[config.mk]
export PLATFORM = sky130hd
export DESIGN_NAME = tach_speed_averager_run_timer_flat
export DESIGN_NICKNAME = d
export VERILOG_FILES = /design/src/tsa_pkg.sv /design/src/tsa_if.sv /design/src/tsa_ram.sv /design/src/tach_speed_averager_run_timer.sv /design/src/flat_wrapper.sv
export SDC_FILE = /design/constraint.sdc
export NUM_CORES = 2
export LEC_CHECK = 0
export BUFFER_PORTS_ARGS = -buffer_cell sky130_fd_sc_hd__buf_2
export CAP_MARGIN = 20
export CORE_ASPECT_RATIO = 0.7
export CORE_MARGIN = 5
export CORE_UTILIZATION = 45
export DETAILED_ROUTE_END_ITERATION = 7
export PLACE_DENSITY = 0.65
export SKIP_CTS_REPAIR_TIMING = 1
export SYNTH_ARGS = -nofsm -noshare
export SYNTH_HDL_FRONTEND = slang
export SYNTH_SLANG_ARGS = --single-unit
export TNS_END_PERCENT = 50
[constraint.sdc]
create_clock -name clk_i -period 5.9 [get_ports clk_i]
set_input_delay 1.18 -clock clk_i [delete_from_list [all_inputs] [get_ports clk_i]]
set_output_delay 1.18 -clock clk_i [all_outputs]
set_load 0.03 [all_outputs]
[src/tsa_pkg.sv]
package tsa_pkg;

  // field widths
  localparam int MODE_W        = 2;
  localparam int PERIOD_W      = 26;
  localparam int NUM_W         = 32;
  localparam int SPEED_W       = 12;
  localparam int TIMEOUT_W     = 8;
  localparam int SEC_W         = 32;
  localparam int FRACTION_BITS = 4;
  localparam int RING_DEPTH    = 64;

  // derived widths
  localparam int RPM_W      = SPEED_W + FRACTION_BITS;
  localparam int SUM_W      = RPM_W + $clog2(RING_DEPTH);
  localparam int SLOT_W     = $clog2(RING_DEPTH);
  localparam int DVD_W      = NUM_W + FRACTION_BITS;
  localparam int DIV_STEPS  = DVD_W;
  localparam int DIV_CNT_W  = $clog2(DIV_STEPS);
  localparam int CFG_IDX_W  = 3;
  localparam int CFG_DATA_W = 32;

  // register reset values
  localparam logic [NUM_W-1:0]     NUM_RESET     = 32'd90000000;
  localparam logic [SPEED_W-1:0]   MAX_RESET     = 12'd4000;
  localparam logic [SPEED_W-1:0]   START_RESET   = 12'd275;
  localparam logic [SPEED_W-1:0]   STOP_RESET    = 12'd225;
  localparam logic [TIMEOUT_W-1:0] TIMEOUT_RESET = 8'd2;
  localparam logic [SEC_W-1:0]     BASE_RESET    = 32'd7016400;
  localparam logic [TIMEOUT_W-1:0] EXPIRY_MAX    = '1;

  typedef enum logic [MODE_W-1:0] {
    MODE_CAPTURE = 2'd0,
    MODE_EXPIRE  = 2'd1,
    MODE_EVAL    = 2'd2,
    MODE_NOP     = 2'd3
  } mode_e;

  typedef enum logic [CFG_IDX_W-1:0] {
    REG_NUMERATOR = 3'd0,
    REG_MAX_SPEED = 3'd1,
    REG_START     = 3'd2,
    REG_STOP      = 3'd3,
    REG_TIMEOUT   = 3'd4,
    REG_BASE_SECS = 3'd5
  } cfg_idx_e;

  typedef enum logic [2:0] {
    ST_IDLE,
    ST_DIV,
    ST_UPDATE,
    ST_EXPIRE,
    ST_EVAL_MEAN,
    ST_EVAL_RUN,
    ST_EVAL_TIME,
    ST_OUT
  } state_e;

endpackage

[src/tsa_if.sv]
// input word channel
interface tsa_in_if import tsa_pkg::*; ();
  logic                valid;
  logic                ready;
  logic [MODE_W-1:0]   mode;
  logic [PERIOD_W-1:0] period_count;
  logic [SEC_W-1:0]    now_seconds;

  modport source (output valid, mode, period_count, now_seconds, input ready);
  modport sink (input valid, mode, period_count, now_seconds, output ready);
endinterface

// result word channel
interface tsa_out_if import tsa_pkg::*; ();
  logic             valid;
  logic             ready;
  logic [RPM_W-1:0] speed_q4;
  logic             running;
  logic [SEC_W-1:0] engine_seconds;
  logic             history_cleared;

  modport source (output valid, speed_q4, running, engine_seconds, history_cleared,
                  input ready);
  modport sink (input valid, speed_q4, running, engine_seconds, history_cleared,
                output ready);
endinterface

[src/tsa_ram.sv]
module tsa_ram #(
  parameter int WIDTH = 16,
  parameter int DEPTH = 64
) (
  input  logic                     clk_i,
  input  logic                     we_i,
  input  logic [$clog2(DEPTH)-1:0] waddr_i,
  input  logic [WIDTH-1:0]         wdata_i,
  input  logic [$clog2(DEPTH)-1:0] raddr_i,
  output logic [WIDTH-1:0]         rdata_o
);

  logic [WIDTH-1:0] mem_q [DEPTH];
  logic [WIDTH-1:0] rdata_q;

  // one write port, registered read
  always_ff @(posedge clk_i) begin
    if (we_i) begin
      mem_q[waddr_i] <= wdata_i;
    end
    rdata_q <= mem_q[raddr_i];
  end

  assign rdata_o = rdata_q;

endmodule

[src/tach_speed_averager_run_timer.sv]
// channel | dir | payload
// in_i    | in  | mode, period_count, now_seconds
// out_o   | out | speed_q4, running, engine_seconds, history_cleared
// cfg     | in  | cfg_we_i, cfg_idx_i, cfg_data_i (write only)
//
// one word at a time: ready is high only while the block is idle
// capture: accept, divider steps, ring update, output; a zero period skips to output
// the serial restoring divider (one quotient bit a cycle) sets the capture time
// expiry uses ST_EXPIRE, evaluate the ST_EVAL states, an unused mode none, then output wait
// the result holds until taken; reset restores the block state, clears ring valid bits
module tach_speed_averager_run_timer import tsa_pkg::*; (
  input  logic                  clk_i,
  input  logic                  rst_ni,
  tsa_in_if.sink                in_i,
  tsa_out_if.source             out_o,
  input  logic                  cfg_we_i,
  input  logic [CFG_IDX_W-1:0]  cfg_idx_i,
  input  logic [CFG_DATA_W-1:0] cfg_data_i
);

  state_e state_q, state_d;

  // configuration
  logic [NUM_W-1:0]     numerator_q, numerator_d;
  logic [SPEED_W-1:0]   max_speed_q, max_speed_d;
  logic [SPEED_W-1:0]   start_speed_q, start_speed_d;
  logic [SPEED_W-1:0]   stop_speed_q, stop_speed_d;
  logic [TIMEOUT_W-1:0] timeout_q, timeout_d;

  // block state
  logic [SUM_W-1:0]      ring_sum_q, ring_sum_d;
  logic [SLOT_W-1:0]     slot_q, slot_d;
  logic [RING_DEPTH-1:0] ring_valid_q, ring_valid_d;
  logic [TIMEOUT_W-1:0]  expiry_q, expiry_d;
  logic [RPM_W-1:0]      mean_q, mean_d;
  logic                  run_q, run_d;
  logic [SEC_W-1:0]      start_q, start_d;
  logic [SEC_W-1:0]      total_q, total_d;
  logic [SEC_W-1:0]      shown_q, shown_d;
  logic                  cleared_q, cleared_d;
  logic [DIV_CNT_W-1:0]  cnt_q, cnt_d;

  // word and datapath registers
  logic [PERIOD_W-1:0] period_q, period_d;
  logic [SEC_W-1:0]    now_q, now_d;
  logic [PERIOD_W-1:0] rem_q, rem_d;
  logic [DVD_W-1:0]    quo_q, quo_d;
  logic [SEC_W-1:0]    elapsed_q, elapsed_d;
  logic                stop_pend_q, stop_pend_d;

  // ring memory
  logic             ram_we;
  logic [RPM_W-1:0] ram_rdata;
  logic [RPM_W-1:0] rpm;

  // shared datapath terms
  logic [PERIOD_W:0]    rem_shift;
  logic [PERIOD_W:0]    rem_diff;
  logic                 rpm_ok;
  logic [RPM_W-1:0]     old_entry;
  logic [RPM_W-1:0]     mean_cand;
  logic [RPM_W-1:0]     max_bound;
  logic [RPM_W-1:0]     start_bound;
  logic [RPM_W-1:0]     stop_bound;
  logic [TIMEOUT_W-1:0] expiry_inc;
  logic [SEC_W-1:0]     time_sum;
  logic                 in_acc;

  assign in_acc = in_i.valid && in_i.ready;

  // restoring divider step: one quotient bit a cycle
  assign rem_shift = {rem_q, quo_q[DVD_W-1]};
  assign rem_diff  = rem_shift - {1'b0, period_q};

  assign max_bound   = RPM_W'(max_speed_q) << FRACTION_BITS;
  assign start_bound = RPM_W'(start_speed_q) << FRACTION_BITS;
  assign stop_bound  = RPM_W'(stop_speed_q) << FRACTION_BITS;
  assign rpm_ok      = (quo_q != '0) && (quo_q < (DVD_W'(max_speed_q) << FRACTION_BITS));
  assign rpm         = quo_q[RPM_W-1:0];
  assign old_entry   = ring_valid_q[slot_q] ? ram_rdata : '0;
  assign mean_cand   = RPM_W'(ring_sum_q / RING_DEPTH);
  assign expiry_inc  = (expiry_q == EXPIRY_MAX) ? expiry_q : expiry_q + 1'b1;
  assign time_sum    = total_q + elapsed_q;

  // ring entries, read address follows the write slot
  tsa_ram #(
    .WIDTH(RPM_W),
    .DEPTH(RING_DEPTH)
  ) u_ring (
    .clk_i  (clk_i),
    .we_i   (ram_we),
    .waddr_i(slot_q),
    .wdata_i(rpm),
    .raddr_i(slot_q),
    .rdata_o(ram_rdata)
  );

  // sequencer and datapath next values
  always_comb begin
    state_d       = state_q;
    numerator_d   = numerator_q;
    max_speed_d   = max_speed_q;
    start_speed_d = start_speed_q;
    stop_speed_d  = stop_speed_q;
    timeout_d     = timeout_q;
    ring_sum_d    = ring_sum_q;
    slot_d        = slot_q;
    ring_valid_d  = ring_valid_q;
    expiry_d      = expiry_q;
    mean_d        = mean_q;
    run_d         = run_q;
    start_d       = start_q;
    total_d       = total_q;
    shown_d       = shown_q;
    cleared_d     = cleared_q;
    cnt_d         = cnt_q;
    period_d      = period_q;
    now_d         = now_q;
    rem_d         = rem_q;
    quo_d         = quo_q;
    elapsed_d     = elapsed_q;
    stop_pend_d   = stop_pend_q;
    ram_we        = 1'b0;

    case (state_q)
      ST_IDLE: begin
        if (in_acc) begin
          period_d  = in_i.period_count;
          now_d     = in_i.now_seconds;
          cleared_d = 1'b0;
          case (mode_e'(in_i.mode))
            MODE_CAPTURE: begin
              expiry_d = '0;
              rem_d    = '0;
              quo_d    = DVD_W'(numerator_q) << FRACTION_BITS;
              cnt_d    = DIV_CNT_W'(DIV_STEPS - 1);
              state_d  = (in_i.period_count == '0) ? ST_OUT : ST_DIV;
            end
            MODE_EXPIRE: state_d = ST_EXPIRE;
            MODE_EVAL:   state_d = ST_EVAL_MEAN;
            default:     state_d = ST_OUT;
          endcase
        end
      end
      ST_DIV: begin
        if (!rem_diff[PERIOD_W]) begin
          rem_d = rem_diff[PERIOD_W-1:0];
          quo_d = {quo_q[DVD_W-2:0], 1'b1};
        end else begin
          rem_d = rem_shift[PERIOD_W-1:0];
          quo_d = {quo_q[DVD_W-2:0], 1'b0};
        end
        cnt_d = cnt_q - 1'b1;
        if (cnt_q == '0) begin
          state_d = ST_UPDATE;
        end
      end
      // if the speed is in range, replace the oldest entry and keep the running sum
      ST_UPDATE: begin
        if (rpm_ok) begin
          ram_we               = 1'b1;
          ring_sum_d           = ring_sum_q - SUM_W'(old_entry) + SUM_W'(rpm);
          ring_valid_d[slot_q] = 1'b1;
          slot_d = (slot_q == SLOT_W'(RING_DEPTH - 1)) ? '0 : slot_q + 1'b1;
        end
        state_d = ST_OUT;
      end
      // window expiry, clear history once past the limit while moving
      ST_EXPIRE: begin
        expiry_d = expiry_inc;
        if (expiry_inc > timeout_q && mean_q != '0) begin
          ring_valid_d = '0;
          ring_sum_d   = '0;
          cleared_d    = 1'b1;
        end
        state_d = ST_OUT;
      end
      ST_EVAL_MEAN: begin
        if (mean_cand < max_bound) begin
          mean_d = mean_cand;
        end
        state_d = ST_EVAL_RUN;
      end
      // start and stop hysteresis
      ST_EVAL_RUN: begin
        stop_pend_d = 1'b0;
        if (!run_q && mean_q > start_bound) begin
          start_d   = now_q;
          run_d     = 1'b1;
          elapsed_d = '0;
        end else begin
          elapsed_d   = now_q - start_q;
          stop_pend_d = run_q && (mean_q < stop_bound);
        end
        state_d = ST_EVAL_TIME;
      end
      ST_EVAL_TIME: begin
        if (run_q) begin
          shown_d = time_sum;
        end
        if (stop_pend_q) begin
          total_d = time_sum;
          run_d   = 1'b0;
          start_d = '0;
        end
        state_d = ST_OUT;
      end
      ST_OUT: begin
        if (out_o.ready) begin
          state_d = ST_IDLE;
        end
      end
      default: state_d = ST_IDLE;
    endcase

    // register writes, to be issued only while idle; the block does not enforce this
    if (cfg_we_i) begin
      case (cfg_idx_e'(cfg_idx_i))
        REG_NUMERATOR: numerator_d   = cfg_data_i[NUM_W-1:0];
        REG_MAX_SPEED: max_speed_d   = cfg_data_i[SPEED_W-1:0];
        REG_START:     start_speed_d = cfg_data_i[SPEED_W-1:0];
        REG_STOP:      stop_speed_d  = cfg_data_i[SPEED_W-1:0];
        REG_TIMEOUT:   timeout_d     = cfg_data_i[TIMEOUT_W-1:0];
        REG_BASE_SECS: begin
          total_d = cfg_data_i[SEC_W-1:0];
          shown_d = cfg_data_i[SEC_W-1:0];
        end
        default: ;
      endcase
    end
  end

  // state register
  always_ff @(posedge clk_i or negedge rst_ni) begin
    if (!rst_ni) begin
      state_q <= ST_IDLE;
    end else begin
      state_q <= state_d;
    end
  end

  // control and block state
  always_ff @(posedge clk_i or negedge rst_ni) begin
    if (!rst_ni) begin
      numerator_q   <= NUM_RESET;
      max_speed_q   <= MAX_RESET;
      start_speed_q <= START_RESET;
      stop_speed_q  <= STOP_RESET;
      timeout_q     <= TIMEOUT_RESET;
      ring_sum_q    <= '0;
      slot_q        <= '0;
      ring_valid_q  <= '0;
      expiry_q      <= '0;
      mean_q        <= '0;
      run_q         <= 1'b0;
      start_q       <= '0;
      total_q       <= BASE_RESET;
      shown_q       <= BASE_RESET;
      cleared_q     <= 1'b0;
      cnt_q         <= '0;
    end else begin
      numerator_q   <= numerator_d;
      max_speed_q   <= max_speed_d;
      start_speed_q <= start_speed_d;
      stop_speed_q  <= stop_speed_d;
      timeout_q     <= timeout_d;
      ring_sum_q    <= ring_sum_d;
      slot_q        <= slot_d;
      ring_valid_q  <= ring_valid_d;
      expiry_q      <= expiry_d;
      mean_q        <= mean_d;
      run_q         <= run_d;
      start_q       <= start_d;
      total_q       <= total_d;
      shown_q       <= shown_d;
      cleared_q     <= cleared_d;
      cnt_q         <= cnt_d;
    end
  end

  // word and divider payload
  always_ff @(posedge clk_i) begin
    period_q    <= period_d;
    now_q       <= now_d;
    rem_q       <= rem_d;
    quo_q       <= quo_d;
    elapsed_q   <= elapsed_d;
    stop_pend_q <= stop_pend_d;
  end

  // handshake and result word
  assign in_i.ready            = (state_q == ST_IDLE);
  assign out_o.valid           = (state_q == ST_OUT);
  assign out_o.speed_q4        = mean_q;
  assign out_o.running         = run_q;
  assign out_o.engine_seconds  = shown_q;
  assign out_o.history_cleared = cleared_q;

endmodule

[src/flat_wrapper.sv]
// flat-port wrapper written by rule: the top's interface ports become plain ports
module tach_speed_averager_run_timer_flat import tsa_pkg::*;
  (clk_i, rst_ni, cfg_we_i, cfg_idx_i, cfg_data_i, in_i_valid, in_i_mode, in_i_period_count, in_i_now_seconds, in_i_ready, out_o_valid, out_o_speed_q4, out_o_running, out_o_engine_seconds, out_o_history_cleared, out_o_ready);
  tsa_in_if in_i_i ();
  tsa_out_if out_o_i ();
  input  logic clk_i;
  input  logic rst_ni;
  input  logic cfg_we_i;
  input  logic [CFG_IDX_W-1:0] cfg_idx_i;
  input  logic [CFG_DATA_W-1:0] cfg_data_i;
  input wire logic [$bits(in_i_i.valid)-1:0] in_i_valid;
  input wire logic [$bits(in_i_i.mode)-1:0] in_i_mode;
  input wire logic [$bits(in_i_i.period_count)-1:0] in_i_period_count;
  input wire logic [$bits(in_i_i.now_seconds)-1:0] in_i_now_seconds;
  output wire logic [$bits(in_i_i.ready)-1:0] in_i_ready;
  output wire logic [$bits(out_o_i.valid)-1:0] out_o_valid;
  output wire logic [$bits(out_o_i.speed_q4)-1:0] out_o_speed_q4;
  output wire logic [$bits(out_o_i.running)-1:0] out_o_running;
  output wire logic [$bits(out_o_i.engine_seconds)-1:0] out_o_engine_seconds;
  output wire logic [$bits(out_o_i.history_cleared)-1:0] out_o_history_cleared;
  input wire logic [$bits(out_o_i.ready)-1:0] out_o_ready;
  assign in_i_i.valid = in_i_valid;
  assign in_i_i.mode = in_i_mode;
  assign in_i_i.period_count = in_i_period_count;
  assign in_i_i.now_seconds = in_i_now_seconds;
  assign in_i_ready = in_i_i.ready;
  assign out_o_valid = out_o_i.valid;
  assign out_o_speed_q4 = out_o_i.speed_q4;
  assign out_o_running = out_o_i.running;
  assign out_o_engine_seconds = out_o_i.engine_seconds;
  assign out_o_history_cleared = out_o_i.history_cleared;
  assign out_o_i.ready = out_o_ready;
  tach_speed_averager_run_timer u_core (.clk_i(clk_i), .rst_ni(rst_ni), .in_i(in_i_i), .out_o(out_o_i), .cfg_we_i(cfg_we_i), .cfg_idx_i(cfg_idx_i), .cfg_data_i(cfg_data_i));
endmodule
==> results.tsv <==
metric	value	unit
reg2reg_slack	260	ps
whs	397	ps
drt_iter0_drc	5120	
track_usage	23.6	%
p_per_area	381	nW/um2
layout_common_cells	edfxtp_1, a22oi_1, nand2_1, dfrtp_1, inv_1	
wire_per_inst	26.3	um
io_pins	152	
drive_gt1_share	14.0	%
ys_async_sr_fraction	20.0	%
grt_max_degree	123	
die_area	146000	um2
final_common_cell	edfxtp_1	
row_count	114	
cts.clk_slew.worst_paths	70	ps
grt_pass1_wl	259	mm
routed-via-count	40400	
io_buffers	151	
post-route-min-period	5640	ps
area.growth.synth_to_final	13.3	%
drtAntennaViolNets	0	
worstSkewPairLatency	780	ps
synth_edf_count	1177	
initial_utilization	45.2	%
multi_input_area	17600	um2
antenna_found_initial	7	
outcome	finished clean	
syn-cell-area	62400	um2
maxCapViolCount	0	
slew_headroom	16.0	%
clock-root-buffer	clkbuf_16	
htreeDepth	4	
viasPerCell	6.04	
drc_errors	0	
syn_nets	4778	
yosysSeqAreaShare	69.2	%
cts_tree	yes	
register_area	43200	um2
firstDrtPassIters	6	
ys_seq_elements	1492	
drt_wl_total	176	mm
path_class	reg2reg	
n_fill_cell	11500	
arrival	6300	ps
finalPower	26.9	mW
rsz0062_at_grt	false	
clock_sinks	1492	
ir_drop	306	uV
utilization	51.3	%
post-route-period-util	95.7	%
syn_avg_cell_area	13.9	um2
critPathLaunchType	flip-flop	
crit_fanout	11	
p_leak	25.5	nW
finalHoldViolCount	0	
coreArea	138000	um2
holdCritPathClass	in2async	
grt-ovfl-total	0	
cp-end-kind	flip-flop	
synthCells	4492	
num-nets-final	5010	
crit_required	6560	ps
gp_congestion	0.905	
fp.dieW	455	um
cts_buffer_depth	3	
finalMaxSlewViolations	0	
max_slew.worst_pin.slew	1260	ps
die_h	322	um
grt_pass1_vias	38400	
fin_skew	44.3	ps
finalSetupViolCount	0	
synth_warnings	0	
ys_types	76	
ys.flop_type	edfxtp_1	
cts_made_buffers	141	
dp_hpwl	111	mm
fmax	177	MHz
-- power by group --
group | switching (mW) | internal (mW)
clock network | 4.10 | 5.02
logic | 3.25 | 1.66
registers | 0.371 | 12.5
-- synth_stat cells, types with 5 or more instances --
cell type | instances | area (um2)
o22ai_1 | 15 | 93.8
dfstp_2 | 50 | 1310
a211oi_1 | 17 | 128
o31ai_1 | 7 | 52.6
o21a_1 | 83 | 623
dfrtp_1 | 249 | 6230
xor2_1 | 30 | 263
fa_1 | 19 | 380
o211ai_1 | 6 | 45.0
nand2_1 | 314 | 1180
edfxtp_1 | 1177 | 35300
a21o_1 | 62 | 465
a221o_1 | 5 | 50.1
a221oi_1 | 112 | 981
mux2i_1 | 37 | 370
a21oi_1 | 208 | 1040
buf_1 | 48 | 180
clkbuf_1 | 184 | 691
nor2_1 | 209 | 785
a22o_1 | 114 | 998
nand2b_1 | 26 | 163
o21ai_0 | 162 | 811
ha_1 | 167 | 2090
mux2_2 | 63 | 709
nand4_1 | 61 | 382
or3_1 | 5 | 31.3
inv_1 | 233 | 875
a31oi_1 | 131 | 820
a22oi_1 | 338 | 2540
nor3b_1 | 8 | 60.1
xnor2_1 | 70 | 613
nor2b_1 | 40 | 250
and2_1 | 11 | 68.8
o21bai_1 | 14 | 105
dfxtp_1 | 16 | 320
nand3_1 | 59 | 295
and3_1 | 20 | 125
nor4_1 | 32 | 200
nor3_1 | 17 | 85.1
-- layout make-up --
class | count | area share (%)
Timing Repair Buffer | 323 | 3.02
Sequential cell | 1492 | 61.1
Inverter | 233 | 1.24
Clock inverter | 62 | 1.17
Tap cell | 1856 | 3.28
Multi-Input combinational cell | 2533 | 24.8
Antenna cell | 2 | 0.00708
Clock buffer | 192 | 5.35
-- state kept, by name (all words and copies together), names as in the netlist, 3 cells and up --
signal and cells:
u_core.elapsed_q 32, u_core.state_q 3, u_core.numerator_q 32, u_core.slot_q 6, u_core.out_o.engine_seconds 32, u_core.period_q 26
u_core.out_o.speed_q4 16, u_core.now_q 32, u_core.start_q 32, u_core.ring_sum_q 22, u_core.timeout_q 8, u_core.u_ring.rdata_o 16
u_core.quo_q 36, u_core.u_ring.mem_q 1024, u_core.total_q 32, u_core.stop_speed_q 12, u_core.ring_valid_q 64, u_core.max_speed_q 12
u_core.start_speed_q 12, u_core.cnt_q 6, u_core.expiry_q 8, u_core.rem_q 26
-- worst max-delay path, stage by stage (launching register included) --
cell,delay [ps]
dfrtp_1,570
nor3b_4,460
buf_4,270
a22o_1,140
a221oi_1,50
a31oi_1,450
a21oi_1,60
and3_2,310
nor2b_1,230
fa_1,450
inv_1,70
ha_1,260
a211oi_1,290
o211ai_1,170
a41oi_1,350
o211ai_1,210
a31o_2,320
a221o_1,340
xnor2_1,190
nor2_1,70
a221o_1,250
-- cells by family (layout without fill, tap and decap cells) --
family,after synthesis,count (layout),share of synthesized area (%)
AND/OR/NAND/NOR,822,822,6.06
other,0,2,0
buffers and inverters,467,810,2.82
flip-flops,1492,1492,69.2
adder cells (fa/ha/maj),186,186,3.96
XOR/XNOR,100,100,1.40
multiplexers,100,100,1.73
AO/OA/AOI/OAI,1325,1325,14.8
-- metrics by stage --
step	cell area [um2]	std cells	worst slack [ps]	setup TNS (ps)
detailed placement	66100	6434	30.5	0
CTS	70700	6688	-19.7	-19.7
global route	70700	6692	0.112	0
finish	70700	6693	256	0
floorplan	62400	4492	861	0
global placement	66000	6430	21.0	0
-- worst paths after layout --
path / start / end / depth (start not counted)
worst max register to register: u_core.slot_q[2] / u_core.ring_sum_q[21] / 20
min in group clk_i: u_core.ring_sum_q[4] / u_core.ring_sum_q[4] / 2
worst min register to register: u_core.ring_sum_q[4] / u_core.ring_sum_q[4] / 2
max in group asynchronous: rst_ni / u_core.slot_q[0] / 2
worst min-delay path: rst_ni / u_core.cnt_q[4] / 1
worst max-delay path: u_core.slot_q[2] / u_core.ring_sum_q[21] / 20
-- metal layers --
layer  share of wire, %  vias to the layer above  track usage (%)
met5             0.0068                        -                0
met4                2.2                        2             6.47
met3                 11                      247             5.83
met2                 41                     2035             32.1
met1                 46                    20300             37.5
li1                   -                    17800                -
(Power assumes the default switching activity.)
